File: src/design/idrx_pkg.sv
// Types, codes and helper functions of the image download receiver.
package idrx_pkg;

   localparam logic [1:0] CMD_BYTE       = 2'd0;
   localparam logic [1:0] CMD_TICK       = 2'd1;
   localparam logic [1:0] CMD_FLASH_FAIL = 2'd2;

   localparam logic [1:0] KIND_HOST  = 2'd0;
   localparam logic [1:0] KIND_WRITE = 2'd1;
   localparam logic [1:0] KIND_ERASE = 2'd2;

   localparam logic [7:0] BYTE_REQUEST = 8'hA1;
   localparam logic [7:0] BYTE_ACK     = 8'hA2;
   localparam logic [7:0] BYTE_READY   = 8'hA3;
   localparam logic [7:0] BYTE_ERASED  = 8'hA4;
   localparam logic [7:0] BYTE_PASS    = 8'hA5;
   localparam logic [7:0] BYTE_FAIL    = 8'hA7;

   localparam logic [15:0] CRC_INIT = 16'hFFFF;
   localparam logic [15:0] CRC_POLY = 16'hA001;

   localparam logic [1:0] REG_MAX_IMAGE     = 2'd0;
   localparam logic [1:0] REG_REPEATS       = 2'd1;
   localparam logic [1:0] REG_READY_TIMEOUT = 2'd2;
   localparam logic [1:0] REG_IDLE_TIMEOUT  = 2'd3;

   localparam logic [24:0] RST_MAX_IMAGE     = 25'd524288;
   localparam logic [5:0]  RST_REPEATS       = 6'd32;
   localparam logic [9:0]  RST_READY_TIMEOUT = 10'd200;
   localparam logic [11:0] RST_IDLE_TIMEOUT  = 12'd1000;

   localparam int CSR_DATA_BITS  = 25;
   localparam int CSR_INDEX_BITS = 2;

   localparam int FIFO_DEPTH    = 4;
   localparam int FIFO_PTR_BITS = 2;

   typedef enum logic [1:0] {
      PH_HANDSHAKE  = 2'd0,
      PH_WAIT_READY = 2'd1,
      PH_TRANSFER   = 2'd2
   } phase_type;

   typedef enum logic [2:0] {
      OP_ACK   = 3'd0,
      OP_ERASE = 3'd1,
      OP_WRITE = 3'd2,
      OP_PASS  = 3'd3,
      OP_FAIL  = 3'd4
   } job_op_type;

   typedef struct packed {
      job_op_type  op;
      logic [23:0] offset;
      logic [7:0]  data;
      logic [24:0] count;
   } job_type;

   typedef struct packed {
      logic [24:0] max_image;
      logic [5:0]  repeats;
      logic [9:0]  ready_timeout;
      logic [11:0] idle_timeout;
   } cfg_type;

   function automatic logic [15:0] crc16_fold(input logic [15:0] crc, input logic [7:0] data);
      logic [15:0] c;
      c = crc ^ {8'h00, data};
      for (int i = 0; i < 8; i++) begin
         c = c[0] ? ((c >> 1) ^ CRC_POLY) : (c >> 1);
      end
      return c;
   endfunction

endpackage

File: src/design/image_download_receiver_unit.sv
// Top level of the image download receiver: settings registers, front end, job queue, back end.
//
//   Channel   Direction  Handshake          Payload
//   req_      in         req_valid/ready    command, rx_byte
//   rsp_      out        rsp_valid/ready    kind, tx_byte, write_offset, write_data, ...
//   csr_      in         csr_we             csr_index, csr_wdata
//
// One request transaction is taken per cycle while the four-entry job queue has room.
// A request's first result passes the job queue and then the output register of the back end,
// which issues one result per cycle when not stalled, two for an erase and three for a failure.
// Reset is synchronous and restores the handshake phase and the default settings.
// A stalled result channel fills the queue, after which req_ready falls.
module image_download_receiver_unit #(
   parameter int COUNT_BITS = 24
) (
   input  logic                                 clock,
   input  logic                                 reset,
   input  logic                                 req_valid,
   output logic                                 req_ready,
   input  logic [1:0]                           req_command,
   input  logic [7:0]                           req_rx_byte,
   output logic                                 rsp_valid,
   input  logic                                 rsp_ready,
   output logic [1:0]                           rsp_kind,
   output logic [7:0]                           rsp_tx_byte,
   output logic [23:0]                          rsp_write_offset,
   output logic [7:0]                           rsp_write_data,
   output logic [24:0]                          rsp_byte_count,
   output logic                                 rsp_last,
   input  logic                                 csr_we,
   input  logic [idrx_pkg::CSR_INDEX_BITS-1:0]  csr_index,
   input  logic [idrx_pkg::CSR_DATA_BITS-1:0]   csr_wdata
);

   idrx_pkg::cfg_type cfg_ff, cfg_in;
   idrx_pkg::job_type push_job;
   idrx_pkg::job_type head_job;
   logic              push;
   logic              full;
   logic              pop;
   logic              head_valid;

   always_comb begin
      cfg_in = cfg_ff;
      if (csr_we) begin
         unique case (csr_index)
            idrx_pkg::REG_MAX_IMAGE:     cfg_in.max_image     = csr_wdata;
            idrx_pkg::REG_REPEATS:       cfg_in.repeats       = csr_wdata[5:0];
            idrx_pkg::REG_READY_TIMEOUT: cfg_in.ready_timeout = csr_wdata[9:0];
            idrx_pkg::REG_IDLE_TIMEOUT:  cfg_in.idle_timeout  = csr_wdata[11:0];
            default:                     cfg_in = cfg_ff;
         endcase
      end
   end

   always_ff @(posedge clock) begin
      if (reset) begin
         cfg_ff.max_image     <= idrx_pkg::RST_MAX_IMAGE;
         cfg_ff.repeats       <= idrx_pkg::RST_REPEATS;
         cfg_ff.ready_timeout <= idrx_pkg::RST_READY_TIMEOUT;
         cfg_ff.idle_timeout  <= idrx_pkg::RST_IDLE_TIMEOUT;
      end else begin
         cfg_ff <= cfg_in;
      end
   end

   idrx_front #(
      .COUNT_BITS (COUNT_BITS)
   ) u_front (
      .clock      (clock),
      .reset      (reset),
      .cfg        (cfg_ff),
      .in_valid   (req_valid),
      .in_ready   (req_ready),
      .in_command (req_command),
      .in_rx_byte (req_rx_byte),
      .job_full   (full),
      .job_push   (push),
      .job        (push_job)
   );

   idrx_fifo u_fifo (
      .clock      (clock),
      .reset      (reset),
      .push       (push),
      .push_job   (push_job),
      .full       (full),
      .pop        (pop),
      .head_valid (head_valid),
      .head_job   (head_job)
   );

   idrx_back u_back (
      .clock            (clock),
      .reset            (reset),
      .head_valid       (head_valid),
      .head_job         (head_job),
      .pop              (pop),
      .rsp_valid        (rsp_valid),
      .rsp_ready        (rsp_ready),
      .rsp_kind         (rsp_kind),
      .rsp_tx_byte      (rsp_tx_byte),
      .rsp_write_offset (rsp_write_offset),
      .rsp_write_data   (rsp_write_data),
      .rsp_byte_count   (rsp_byte_count),
      .rsp_last         (rsp_last)
   );

endmodule

File: src/design/idrx_fifo.sv
// Short job queue between the classifying front end and the result back end.
module idrx_fifo (
   input  logic              clock,
   input  logic              reset,
   input  logic              push,
   input  idrx_pkg::job_type push_job,
   output logic              full,
   input  logic              pop,
   output logic              head_valid,
   output idrx_pkg::job_type head_job
);

   idrx_pkg::job_type                   slot_ff [idrx_pkg::FIFO_DEPTH];
   logic [idrx_pkg::FIFO_PTR_BITS-1:0]  wr_ptr_ff, wr_ptr_in;
   logic [idrx_pkg::FIFO_PTR_BITS-1:0]  rd_ptr_ff, rd_ptr_in;
   logic [idrx_pkg::FIFO_PTR_BITS:0]    fill_ff, fill_in;

   assign full       = (fill_ff == (idrx_pkg::FIFO_PTR_BITS+1)'(idrx_pkg::FIFO_DEPTH));
   assign head_valid = (fill_ff != '0);
   assign head_job   = slot_ff[rd_ptr_ff];

   always_comb begin
      wr_ptr_in = push ? wr_ptr_ff + 1'b1 : wr_ptr_ff;
      rd_ptr_in = pop ? rd_ptr_ff + 1'b1 : rd_ptr_ff;
      fill_in   = fill_ff;
      if (push && !pop) begin
         fill_in = fill_ff + 1'b1;
      end else if (!push && pop) begin
         fill_in = fill_ff - 1'b1;
      end
   end

   always_ff @(posedge clock) begin
      if (reset) begin
         wr_ptr_ff <= '0;
         rd_ptr_ff <= '0;
         fill_ff   <= '0;
      end else begin
         wr_ptr_ff <= wr_ptr_in;
         rd_ptr_ff <= rd_ptr_in;
         fill_ff   <= fill_in;
      end
   end

   always_ff @(posedge clock) begin
      if (push) begin
         slot_ff[wr_ptr_ff] <= push_job;
      end
   end

endmodule

File: src/design/idrx_front.sv
// Front end: accepts transactions, runs the protocol state and queues result jobs.
module idrx_front #(
   parameter int COUNT_BITS = 24
) (
   input  logic              clock,
   input  logic              reset,
   input  idrx_pkg::cfg_type cfg,
   input  logic              in_valid,
   output logic              in_ready,
   input  logic [1:0]        in_command,
   input  logic [7:0]        in_rx_byte,
   input  logic              job_full,
   output logic              job_push,
   output idrx_pkg::job_type job
);

   localparam int CW = COUNT_BITS + 1;
   localparam int WW = (CW > 25) ? CW : 25;

   idrx_pkg::phase_type phase_ff, phase_in;
   logic [5:0]    hs_count_ff, hs_count_in;
   logic [CW-1:0] rcv_count_ff, rcv_count_in;
   logic [15:0]   crc_ff, crc_in;
   logic [11:0]   tick_ff, tick_in;
   logic          error_ff, error_in;

   logic          accept;
   logic [11:0]   tick_inc;
   logic          ready_hit;
   logic          idle_hit;
   logic [6:0]    hs_next;
   logic          hs_done;
   logic [CW-1:0] count_next;
   logic [WW-1:0] count_wide;
   logic [WW-1:0] cur_wide;
   logic          err_byte;
   logic          is_byte;
   logic          is_tick;

   assign in_ready   = !job_full;
   assign accept     = in_valid && !job_full;
   assign is_byte    = (in_command == idrx_pkg::CMD_BYTE);
   assign is_tick    = (in_command == idrx_pkg::CMD_TICK);
   assign tick_inc   = tick_ff + 12'd1;
   assign ready_hit  = (tick_inc >= {2'b00, cfg.ready_timeout});
   assign idle_hit   = (tick_inc >= cfg.idle_timeout);
   assign hs_next    = {1'b0, hs_count_ff} + 7'd1;
   assign hs_done    = (hs_next >= {1'b0, cfg.repeats});
   assign count_next = rcv_count_ff[COUNT_BITS] ? rcv_count_ff : rcv_count_ff + CW'(1);
   assign count_wide = WW'(count_next);
   assign cur_wide   = WW'(rcv_count_ff);
   assign err_byte   = error_ff || (count_wide > WW'(cfg.max_image));

   always_comb begin
      phase_in = phase_ff;
      if (accept) begin
         unique case (phase_ff)
            idrx_pkg::PH_WAIT_READY: begin
               if (is_byte && in_rx_byte == idrx_pkg::BYTE_READY) begin
                  phase_in = idrx_pkg::PH_TRANSFER;
               end
            end
            idrx_pkg::PH_TRANSFER: begin
               if (is_tick && idle_hit) begin
                  phase_in = idrx_pkg::PH_HANDSHAKE;
               end
            end
            default: begin
               if (is_byte && in_rx_byte == idrx_pkg::BYTE_REQUEST && hs_done) begin
                  phase_in = idrx_pkg::PH_WAIT_READY;
               end else begin
                  phase_in = idrx_pkg::PH_HANDSHAKE;
               end
            end
         endcase
      end
   end

   always_comb begin
      hs_count_in  = hs_count_ff;
      rcv_count_in = rcv_count_ff;
      crc_in       = crc_ff;
      tick_in      = tick_ff;
      error_in     = error_ff;
      job_push     = 1'b0;
      job.op       = idrx_pkg::OP_ACK;
      job.offset   = '0;
      job.data     = '0;
      job.count    = cur_wide[24:0];
      if (accept) begin
         unique case (phase_ff)
            idrx_pkg::PH_WAIT_READY: begin
               if (is_byte) begin
                  tick_in = '0;
                  if (in_rx_byte == idrx_pkg::BYTE_READY) begin
                     rcv_count_in = '0;
                     crc_in       = idrx_pkg::CRC_INIT;
                     error_in     = 1'b0;
                     job_push     = 1'b1;
                     job.op       = idrx_pkg::OP_ERASE;
                     job.count    = '0;
                  end
               end else if (is_tick) begin
                  tick_in = ready_hit ? '0 : tick_inc;
               end
            end
            idrx_pkg::PH_TRANSFER: begin
               if (is_byte) begin
                  tick_in      = '0;
                  crc_in       = idrx_pkg::crc16_fold(crc_ff, in_rx_byte);
                  rcv_count_in = count_next;
                  error_in     = err_byte;
                  job_push     = !err_byte;
                  job.op       = idrx_pkg::OP_WRITE;
                  job.offset   = cur_wide[23:0];
                  job.data     = in_rx_byte;
                  job.count    = count_wide[24:0];
               end else if (is_tick) begin
                  if (idle_hit) begin
                     tick_in     = '0;
                     hs_count_in = '0;
                     job_push    = 1'b1;
                     if (!error_ff && rcv_count_ff != '0 && crc_ff == 16'h0000) begin
                        job.op = idrx_pkg::OP_PASS;
                     end else begin
                        job.op = idrx_pkg::OP_FAIL;
                     end
                  end else begin
                     tick_in = tick_inc;
                  end
               end else if (in_command == idrx_pkg::CMD_FLASH_FAIL) begin
                  error_in = 1'b1;
               end
            end
            default: begin
               if (is_byte) begin
                  if (in_rx_byte == idrx_pkg::BYTE_REQUEST) begin
                     if (hs_done) begin
                        hs_count_in = '0;
                        tick_in     = '0;
                        job_push    = 1'b1;
                        job.op      = idrx_pkg::OP_ACK;
                     end else begin
                        hs_count_in = hs_next[5:0];
                     end
                  end else begin
                     hs_count_in = '0;
                  end
               end
            end
         endcase
      end
   end

   always_ff @(posedge clock) begin
      if (reset) begin
         phase_ff     <= idrx_pkg::PH_HANDSHAKE;
         hs_count_ff  <= '0;
         rcv_count_ff <= '0;
         crc_ff       <= idrx_pkg::CRC_INIT;
         tick_ff      <= '0;
         error_ff     <= 1'b0;
      end else begin
         phase_ff     <= phase_in;
         hs_count_ff  <= hs_count_in;
         rcv_count_ff <= rcv_count_in;
         crc_ff       <= crc_in;
         tick_ff      <= tick_in;
         error_ff     <= error_in;
      end
   end

endmodule

File: src/design/idrx_back.sv
// Back end: expands each queued job into its result transactions through an output register.
module idrx_back (
   input  logic              clock,
   input  logic              reset,
   input  logic              head_valid,
   input  idrx_pkg::job_type head_job,
   output logic              pop,
   output logic              rsp_valid,
   input  logic              rsp_ready,
   output logic [1:0]        rsp_kind,
   output logic [7:0]        rsp_tx_byte,
   output logic [23:0]       rsp_write_offset,
   output logic [7:0]        rsp_write_data,
   output logic [24:0]       rsp_byte_count,
   output logic              rsp_last
);

   logic [1:0]  idx_ff, idx_in;
   logic        rsp_valid_ff;
   logic [1:0]  rsp_kind_ff;
   logic [7:0]  rsp_tx_byte_ff;
   logic [23:0] rsp_write_offset_ff;
   logic [7:0]  rsp_write_data_ff;
   logic [24:0] rsp_byte_count_ff;
   logic        rsp_last_ff;

   logic        load;
   logic        emit;
   logic [1:0]  last_idx;
   logic        is_last;
   logic [1:0]  kind_in;
   logic [7:0]  tx_in;
   logic [23:0] offset_in;
   logic [7:0]  data_in;

   assign load    = !rsp_valid_ff || rsp_ready;
   assign emit    = head_valid && load;
   assign is_last = (idx_ff == last_idx);
   assign pop     = emit && is_last;
   assign idx_in  = emit ? (is_last ? 2'd0 : idx_ff + 2'd1) : idx_ff;

   always_comb begin
      last_idx  = 2'd0;
      kind_in   = idrx_pkg::KIND_HOST;
      tx_in     = '0;
      offset_in = '0;
      data_in   = '0;
      unique case (head_job.op)
         idrx_pkg::OP_ACK: begin
            tx_in = idrx_pkg::BYTE_ACK;
         end
         idrx_pkg::OP_ERASE: begin
            last_idx = 2'd1;
            if (idx_ff == 2'd0) begin
               kind_in = idrx_pkg::KIND_ERASE;
            end else begin
               tx_in = idrx_pkg::BYTE_ERASED;
            end
         end
         idrx_pkg::OP_WRITE: begin
            kind_in   = idrx_pkg::KIND_WRITE;
            offset_in = head_job.offset;
            data_in   = head_job.data;
         end
         idrx_pkg::OP_PASS: begin
            tx_in = idrx_pkg::BYTE_PASS;
         end
         default: begin
            last_idx = 2'd2;
            tx_in    = idrx_pkg::BYTE_FAIL;
         end
      endcase
   end

   always_ff @(posedge clock) begin
      if (reset) begin
         idx_ff       <= '0;
         rsp_valid_ff <= 1'b0;
      end else begin
         idx_ff <= idx_in;
         if (load) begin
            rsp_valid_ff <= emit;
         end
      end
   end

   always_ff @(posedge clock) begin
      if (emit) begin
         rsp_kind_ff         <= kind_in;
         rsp_tx_byte_ff      <= tx_in;
         rsp_write_offset_ff <= offset_in;
         rsp_write_data_ff   <= data_in;
         rsp_byte_count_ff   <= head_job.count;
         rsp_last_ff         <= is_last;
      end
   end

   assign rsp_valid        = rsp_valid_ff;
   assign rsp_kind         = rsp_kind_ff;
   assign rsp_tx_byte      = rsp_tx_byte_ff;
   assign rsp_write_offset = rsp_write_offset_ff;
   assign rsp_write_data   = rsp_write_data_ff;
   assign rsp_byte_count   = rsp_byte_count_ff;
   assign rsp_last         = rsp_last_ff;

endmodule

File: config.mk
export PLATFORM = sky130hd
export DESIGN_NAME = image_download_receiver_unit
export DESIGN_NICKNAME = d
export VERILOG_FILES = /design/src/design/idrx_pkg.sv /design/src/design/image_download_receiver_unit.sv /design/src/design/idrx_fifo.sv /design/src/design/idrx_front.sv /design/src/design/idrx_back.sv
export SDC_FILE = /design/constraint.sdc
export NUM_CORES = 1
export LEC_CHECK = 0
export CORE_ASPECT_RATIO = 1.2
export CORE_MARGIN = 1
export CORE_UTILIZATION = 55
export CTS_CLUSTER_SIZE = 20
export DETAILED_ROUTE_END_ITERATION = 6
export DONT_BUFFER_PORTS = 1
export GPL_TIMING_DRIVEN = 0
export PLACE_DENSITY = 0.7
export SLEW_MARGIN = 20
export SYNTH_ARGS = -nofsm -noshare
export SYNTH_HDL_FRONTEND = slang
export SYNTH_SLANG_ARGS = --single-unit
File: constraint.sdc
create_clock -name clock -period 11.9 [get_ports clock]
set_clock_uncertainty 0.1 [all_clocks]
set_input_delay 1.785 -clock clock [delete_from_list [all_inputs] [get_ports clock]]
set_output_delay 1.785 -clock clock [all_outputs]
set_load 0.03 [all_outputs]
== After elaboration in Yosys (flattened, before gate mapping) ==
Memories as Yosys holds them, arrays and structs flattened. A register that Yosys moved wholly into a read port is not among the register bits.
Cells that the tools add are included.

* Multiplexer cells: 77
* Reductions and logical operators: 44
* $add $sub $neg: 8
* Bitwise operators: 10
* $lt $le $gt $ge: 4
* Equal/unequal tests: 25

{| class="wikitable"
|+ Operators with widths
! cell !! number
|-
| $mux W16 || 11
|-
| $mux W12 || 9
|-
| $mux W25 || 4
|-
| $pmux W25 S2 || 2
|-
| $mux W60 || 1
|-
| $mux W57 || 1
|-
| $mux W6 || 6
|-
| $mux W32 || 1
|-
| $pmux W16 S2 || 1
|-
| $pmux W8 S4 || 1
|-
| $add A25 B1 Y25 const B || 1
|-
| $gt A25 B25 Y1 || 1
|-
| $reduce_bool A25 Y1 || 1
|-
| $not A2 Y3 || 8
|-
| $pmux W12 S2 || 1
|-
| $mux W3 || 7
|-
| $mux W1 || 18
|-
| $reduce_and A6 Y1 || 3
|-
| $eq A8 B8 Y1 const B || 2
|-
| $logic_not A16 Y1 || 1
|-
| $xor A16 B8 Y16 || 1
|-
| $add A12 B1 Y12 const B || 1
|-
| $ge A12 B10 Y1 || 1
|-
| $ge A12 B12 Y1 || 1
|-
| other kinds (33) || 84
|}

* Input bits: 42
* Output and inout bits: 70
* Word-level logic and storage cells: 190
* Flip-flop bits (word level): 193
* RAM bits: 240
* Memories: 1

{| class="wikitable"
|+ Memory list
! name !! depth !! width !! read ports !! clocked after memory_dff !! write ports !! RTL line !! RTL
|-
| u_fifo.slot_ff || 4 || 60 || 1 || 1 || 1 || idrx_fifo.sv:13 || <nowiki>idrx_pkg::job_type slot_ff [idrx_pkg::FIFO_DEPTH];</nowiki>
|}

== Depth between registers and ports, before layout ==
* Depth after elaboration: 19
* Depth in mapped cells: 20
* Gate-level depth less buffers: 19

== By module ==
Synthesis repeated with hierarchy kept, for this count alone.

* Cells, all modules: 1529
* Area total of the unflattened synthesis: 19784.0 um^2

{| class="wikitable"
|+ By module, submodules not included
! module !! cells each !! sequential area each (um^2) !! area each (um^2) !! instances
|-
| idrx_fifo || 358 || 7387.1 || 9153.8 || 1
|-
| idrx_front || 819 || 1241.2 || 5949.5 || 1
|-
| idrx_back || 142 || 1981.9 || 2464.9 || 1
|-
| image_download_receiver_unit || 210 || 1061.0 || 2215.9 || 1
|}

== Worst setup path before layout ==
OpenSTA, ideal clock, no wires.

* Path kind: flip-flop to flip-flop
* From: reg u_front.rcv_count_ff[1], in the netlist u_front.cur_wide[1]
* To: mem u_fifo.slot_ff[0][0] in the netlist's numbering (enable)
* Arrival time: 4.847 ns
* Required time: 11.376 ns
* Buffers on the path: 0
* Clock period less this slack: 5.371 ns
* Stages on the path, launching flop included: 15
* Slack: 6.529 ns
* Library setup time: 0.424 ns
* Cells stage by stage: dfxtp_1 > ha_1 > nor2b_1 > nand4_1 > nor3_1 > and3_1 > xor2_1 > ha_1 > a21o_1 > a21o_1 > a221oi_1 > o21ai_1 > nor3_1 > o21a_2 > and2_1

* Cells in the longest elaborated chain, start to end: 10

{| class="wikitable"
|+ Ends and longest elaborated chain
! element !! RTL line !! RTL
|-
| start, declared || idrx_front.sv:22 || <nowiki>logic [CW-1:0] rcv_count_ff, rcv_count_in;</nowiki>
|-
| start signal, assigned || idrx_front.sv:166 || <nowiki>rcv_count_ff <= rcv_count_in;</nowiki>
|-
| $add A25 B1 Y25 || idrx_front.sv:49 || <nowiki>assign count_next = rcv_count_ff[COUNT_BITS] ? rcv_count_ff : rcv_count_ff + CW'(1);</nowiki>
|-
| $mux W25 * || idrx_front.sv:49 ||
|-
| $gt A25 B25 Y1 * || idrx_front.sv:52 || <nowiki>assign err_byte = error_ff || (count_wide > WW'(cfg.max_image));</nowiki>
|-
| $logic_or A1 B1 Y1 * || idrx_front.sv:52 ||
|-
| $logic_not A1 Y1 * || idrx_front.sv:113 || <nowiki>job_push = !err_byte;</nowiki>
|-
| $mux W1 * || idrx_front.sv:108 || <nowiki>if (is_byte) begin</nowiki>
|-
| $pmux W1 S2 * || idrx_front.sv:91 || <nowiki>unique case (phase_ff)</nowiki>
|-
| $mux W1 * || idrx_front.sv:90 || <nowiki>if (accept) begin</nowiki>
|-
| via push || image_download_receiver_unit.sv:38 || <nowiki>logic push;</nowiki>
|-
| $mux W1 * || idrx_fifo.sv:46 || <nowiki>if (push) begin</nowiki>
|-
| $mux W1 (implied by the code) * || idrx_fifo.sv:47 || <nowiki>slot_ff[wr_ptr_ff] <= push_job;</nowiki>
|-
| end, declared || idrx_fifo.sv:13 ||
|}

Mark *: on every way through the listed nets, which the timed path passes. The rest lies on a longest branch.

== Worst setup path in the final report ==
* From: reg u_front.rcv_count_ff[1], in the netlist u_front.cur_wide[1]
* To: reg u_fifo.fill_ff[2] in the netlist's numbering

* Cells in the longest elaborated chain, start to end: 11
* Elaborated cells between the ends (all ways): 13
* Those cells by class: add/sub (1); order compare (1); mux (5); reduce/logical (6)

{| class="wikitable"
|+ Ends and longest elaborated chain
! element !! RTL line !! RTL
|-
| $add A25 B1 Y25 || idrx_front.sv:49 ||
|-
| $mux W25 * || idrx_front.sv:49 ||
|-
| $gt A25 B25 Y1 * || idrx_front.sv:52 ||
|-
| $logic_or A1 B1 Y1 * || idrx_front.sv:52 ||
|-
| $logic_not A1 Y1 * || idrx_front.sv:113 ||
|-
| $mux W1 * || idrx_front.sv:108 ||
|-
| $pmux W1 S2 * || idrx_front.sv:91 ||
|-
| $mux W1 * || idrx_front.sv:90 ||
|-
| via push || image_download_receiver_unit.sv:38 ||
|-
| $logic_not A1 Y1 || idrx_fifo.sv:28 || <nowiki>end else if (!push && pop) begin</nowiki>
|-
| $logic_and A1 B1 Y1 || idrx_fifo.sv:28 ||
|-
| $reduce_bool A2 Y1 (no source line) || -- ||
|-
| end signal, assigned || idrx_fifo.sv:41 || <nowiki>fill_ff <= fill_in;</nowiki>
|-
| end, declared || idrx_fifo.sv:16 || <nowiki>logic [idrx_pkg::FIFO_PTR_BITS:0] fill_ff, fill_in;</nowiki>
|}

Marked as above.
A chain may end at the register's enable or synchronous reset.

==> results.txt <==
filler cell count in the final layout: 2,622
WP buf/inv: 1
vias per inst: 5.771
multi-input logic area: 6882 µm²
vias in the first global route: 11,910
Root Driver: clkbuf_16
min-delay worst type: flip-flop to flip-flop
synth top area cells: edfxtp_1 48%, dfxtp_1 13%, mux4_2 7.0%, ha_1 4.2%, nand2_1 2.9%
I/O pins: 112
switch share: 21.81%
H-tree depth: 2
clock sink count: 431
Top delay family on crit path: simple AND/OR/NAND/NOR gates
1st-pass router iterations: 5
Residual DRC: 0
crit-path cells: ha_1 > nor2b_1 > nand4_1 > nor3_1 > and3_1 > xor2_1 > ha_1 > a21o_1 > a21o_1 > a221oi_1 > o21ai_1 > nor3_1 > o21a_2 > ha_1 > inv_1 > fa_1 > xor2_1 > or3_1 > a21oi_1
Num CTS Buffers: 43
crit share post-route: 50.60%
RePlAce Congestion: 0.8986
cells after synthesis: 1,513
FFs w/ async S/R, synth: 0%
CTS Buffer Depth: 3
Crit. End Element: flip-flop
Slew HR: 34.92%
dominant cell type by area after synthesis: edfxtp_1
FF+latch area: 11,670 µm²
predominant post-synthesis flop cell: edfxtp_1
Crit-path slowest cell: nor3_1
final worst slack: 5.879 ns
synthesized area per cell: 12.67 µm²
CTS tree: done
Distinct cells, synth: 80
area post-placement: 19,890 µm²
Internal Power: 0.002461 W
largest net degree at the start of global routing: 61
outcome: complete, no violations
Clk pin slew, worst setup/hold paths: 0.06 ns
synthesis-stage register bit count: 431
CP arrival: 6.40 ns
Worst Max-Slew Pin Slew: 0.9741 ns
pins over their slew limit: 0
routed len/inst: 20.10 µm
Gate power share: 4.6%
register area share after synthesis: 60.86%
starting density of the core: 56.13%
Yosys Warn Count: 0
IO buf count: 0
top-count cell post-synth: edfxtp_1
GRT Overall Usage: 24.07%
DP HPWL: 29,440 µm
Vias: 11,854
Power Total: 0.003148 W
Post-synth EDFFs: 304
pre-CTS setup slack: 5.947 ns
max incr delay on CP: 0.73 ns
fin area: 21,280 µm²
fin nets: 1,673
Rows: 74
Setup Fix Bufs, Post-CTS: 0
clock power share: 42.3%
Worst Setup Path Type: flip-flop to flip-flop
Hold Buf Count CTS: 0
unrepaired setup endpoints after global routing: false
CP startpoint kind: flip-flop
first-pass GRT wire length: 64,800 µm
DR iter-0 viols: 755
max-cap violation count: 0
DRT antenna net count: 0
GR Overflow Total: 0
Die H: 206.5 µm
NetSw: 0.0006866 W
R2R setup slack: 5.88 ns
initial antenna violation count: 0
# resized after CTS: 0
minimum clock period: 6.021 ns
CORE AREA: 34,170 µm²
Final setup viols: 0
highest clock rate: 166.1 MHz
CP max FO: 8
Area growth syn-to-layout: 10.98%
leak pwr: 7.269 nW
clk_lat worst skew: 0.55 ns
Worst VDD drop: 101.4 µV
PD cells: 147.9 nW/µm²
setup tns final: 0 ns
top-area cell type share of the netlist area: 47.61%
diode count: 0
Synth Cell Area: 19,180 µm²
CP Data Required Time: 12.28 ns
CP most frequent cell: ha_1
share of power burned in registers: 53.1%
Fin. Hold Viols: 0
list of most frequent post-synthesis cells: 304 x edfxtp_1, 146 x nand2_1, 127 x dfxtp_1
Total Wirelength: 41,290 µm
share of cells above drive strength 1: 11.45%
hold_ws: 0.3546 ns
die footprint: 35,620 µm²
die width: 172.5 µm
tightest hold or removal path, cell delays in order, from the launching register on:
cell and delay (ns):
dfxtp_1 0.31, nand2_1 0.05, a21oi_1 0.05
layout by cell type (no fill, tap or decap), types with 4 or more instances in the layout:
master,count
a211o_1,9
a211oi_1,4
a21o_1,22
a21oi_1,88
a311oi_1,4
a31oi_1,9
and2_1,35
and2_4,4
and3_1,19
and3b_1,5
buf_2,13
buf_4,4
clkbuf_1,66
clkbuf_16,45
clkinv_2,9
dfxtp_1,127
edfxtp_1,304
ha_1,65
inv_1,82
mux2i_1,7
mux4_2,60
nand2_1,146
nand2b_1,19
nand3_1,32
nand3b_1,14
nand4_1,14
nor2_1,80
nor2b_1,37
nor3_1,16
nor3b_1,4
nor4_1,13
o21ai_0,57
o21ai_1,8
o21bai_1,6
o22ai_1,10
or2_1,4
or2_2,5
or3_1,7
xnor2_1,33
xor2_1,28
cell type report:
class                           instances  share of cell area, %
Buffer                                 76                  1.529
Sequential cell                       431                  54.84
Timing Repair Buffer                    5                 0.5762
Inverter                               84                  1.493
Clock inverter                         20                 0.9289
Tap cell                              456                  2.681
Multi-Input combinational cell        924                  32.34
Clock buffer                           58                  5.615
path summary, 6_finish.rpt:
kind | start | end | cells after the start
max | u_front.cur_wide[1] | u_fifo.fill_ff[2] | 19
min | cfg_ff[32] | cfg_ff[32] | 2
max reg2reg | u_front.cur_wide[1] | u_fifo.fill_ff[2] | 19
min reg2reg | cfg_ff[32] | cfg_ff[32] | 2
stage by stage:
step | instances | utilization, %
floorplan | 1515 | -
CTS | 2054 | 62.29
global placement | 1971 | 57.82
global route | 2054 | 62.29
detailed placement | 1976 | 58.21
finish | 2054 | 62.29
power groups by stage:
stage | logic, W | clock network, W | registers (W)
floorplan | 0.000109 | 0 | 0.00170
global placement | 0.000137 | 0 | 0.00171
detailed placement | 0.000146 | 0 | 0.00170
CTS | 0.000147 | 0.00135 | 0.00167
global route | 0.000158 | 0.00141 | 0.00167
finish | 0.000145 | 0.00133 | 0.00167
routing by layer:
layer / global-route usage (%) / wire length (µm) / up-vias
met5: 0 / 0 / -
met4: 7.016 / 1022 / 0
met3: 3.966 / 1928 / 69
met2: 41.94 / 20770 / 297
met1: 30.89 / 17560 / 5887
li1: - / - / 5601
cell families (layout without fill, tap and decap cells):
group	Yosys count	count (layout)	share of synthesized area, %
simple gates	481	481	13.19
other cells	1	3	0.01956
mux	69	69	7.530
buf+inv	160	243	3.341
xor+xnor	65	65	3.158
flops	431	431	60.86
fa+ha+maj	66	66	4.346
compound gates	240	240	7.549
flip-flops by register name (all words and copies together), names as in the netlist, named ones only:
| name | flops |
|---|---|
| u_back.rsp_tx_byte | 4 |
| u_back.rsp_byte_count | 25 |
| u_fifo.slot_ff | 240 |
| u_back.rsp_last | 1 |
| u_back.rsp_write_data | 8 |
| u_front.error_ff | 1 |
| u_back.idx_ff | 2 |
| u_front.crc_ff | 16 |
| u_front.phase_ff | 2 |
| u_front.tick_ff | 12 |
| u_front.cur_wide | 25 |
| u_fifo.fill_ff | 3 |
| u_front.hs_count_ff | 6 |
| u_back.rsp_write_offset | 24 |
| u_fifo.rd_ptr_ff | 2 |
| u_back.rsp_kind | 2 |
| u_fifo.wr_ptr_ff | 2 |
| u_back.rsp_valid | 1 |
| cfg_ff | 53 |
Power figures use the tool's default switching activity.
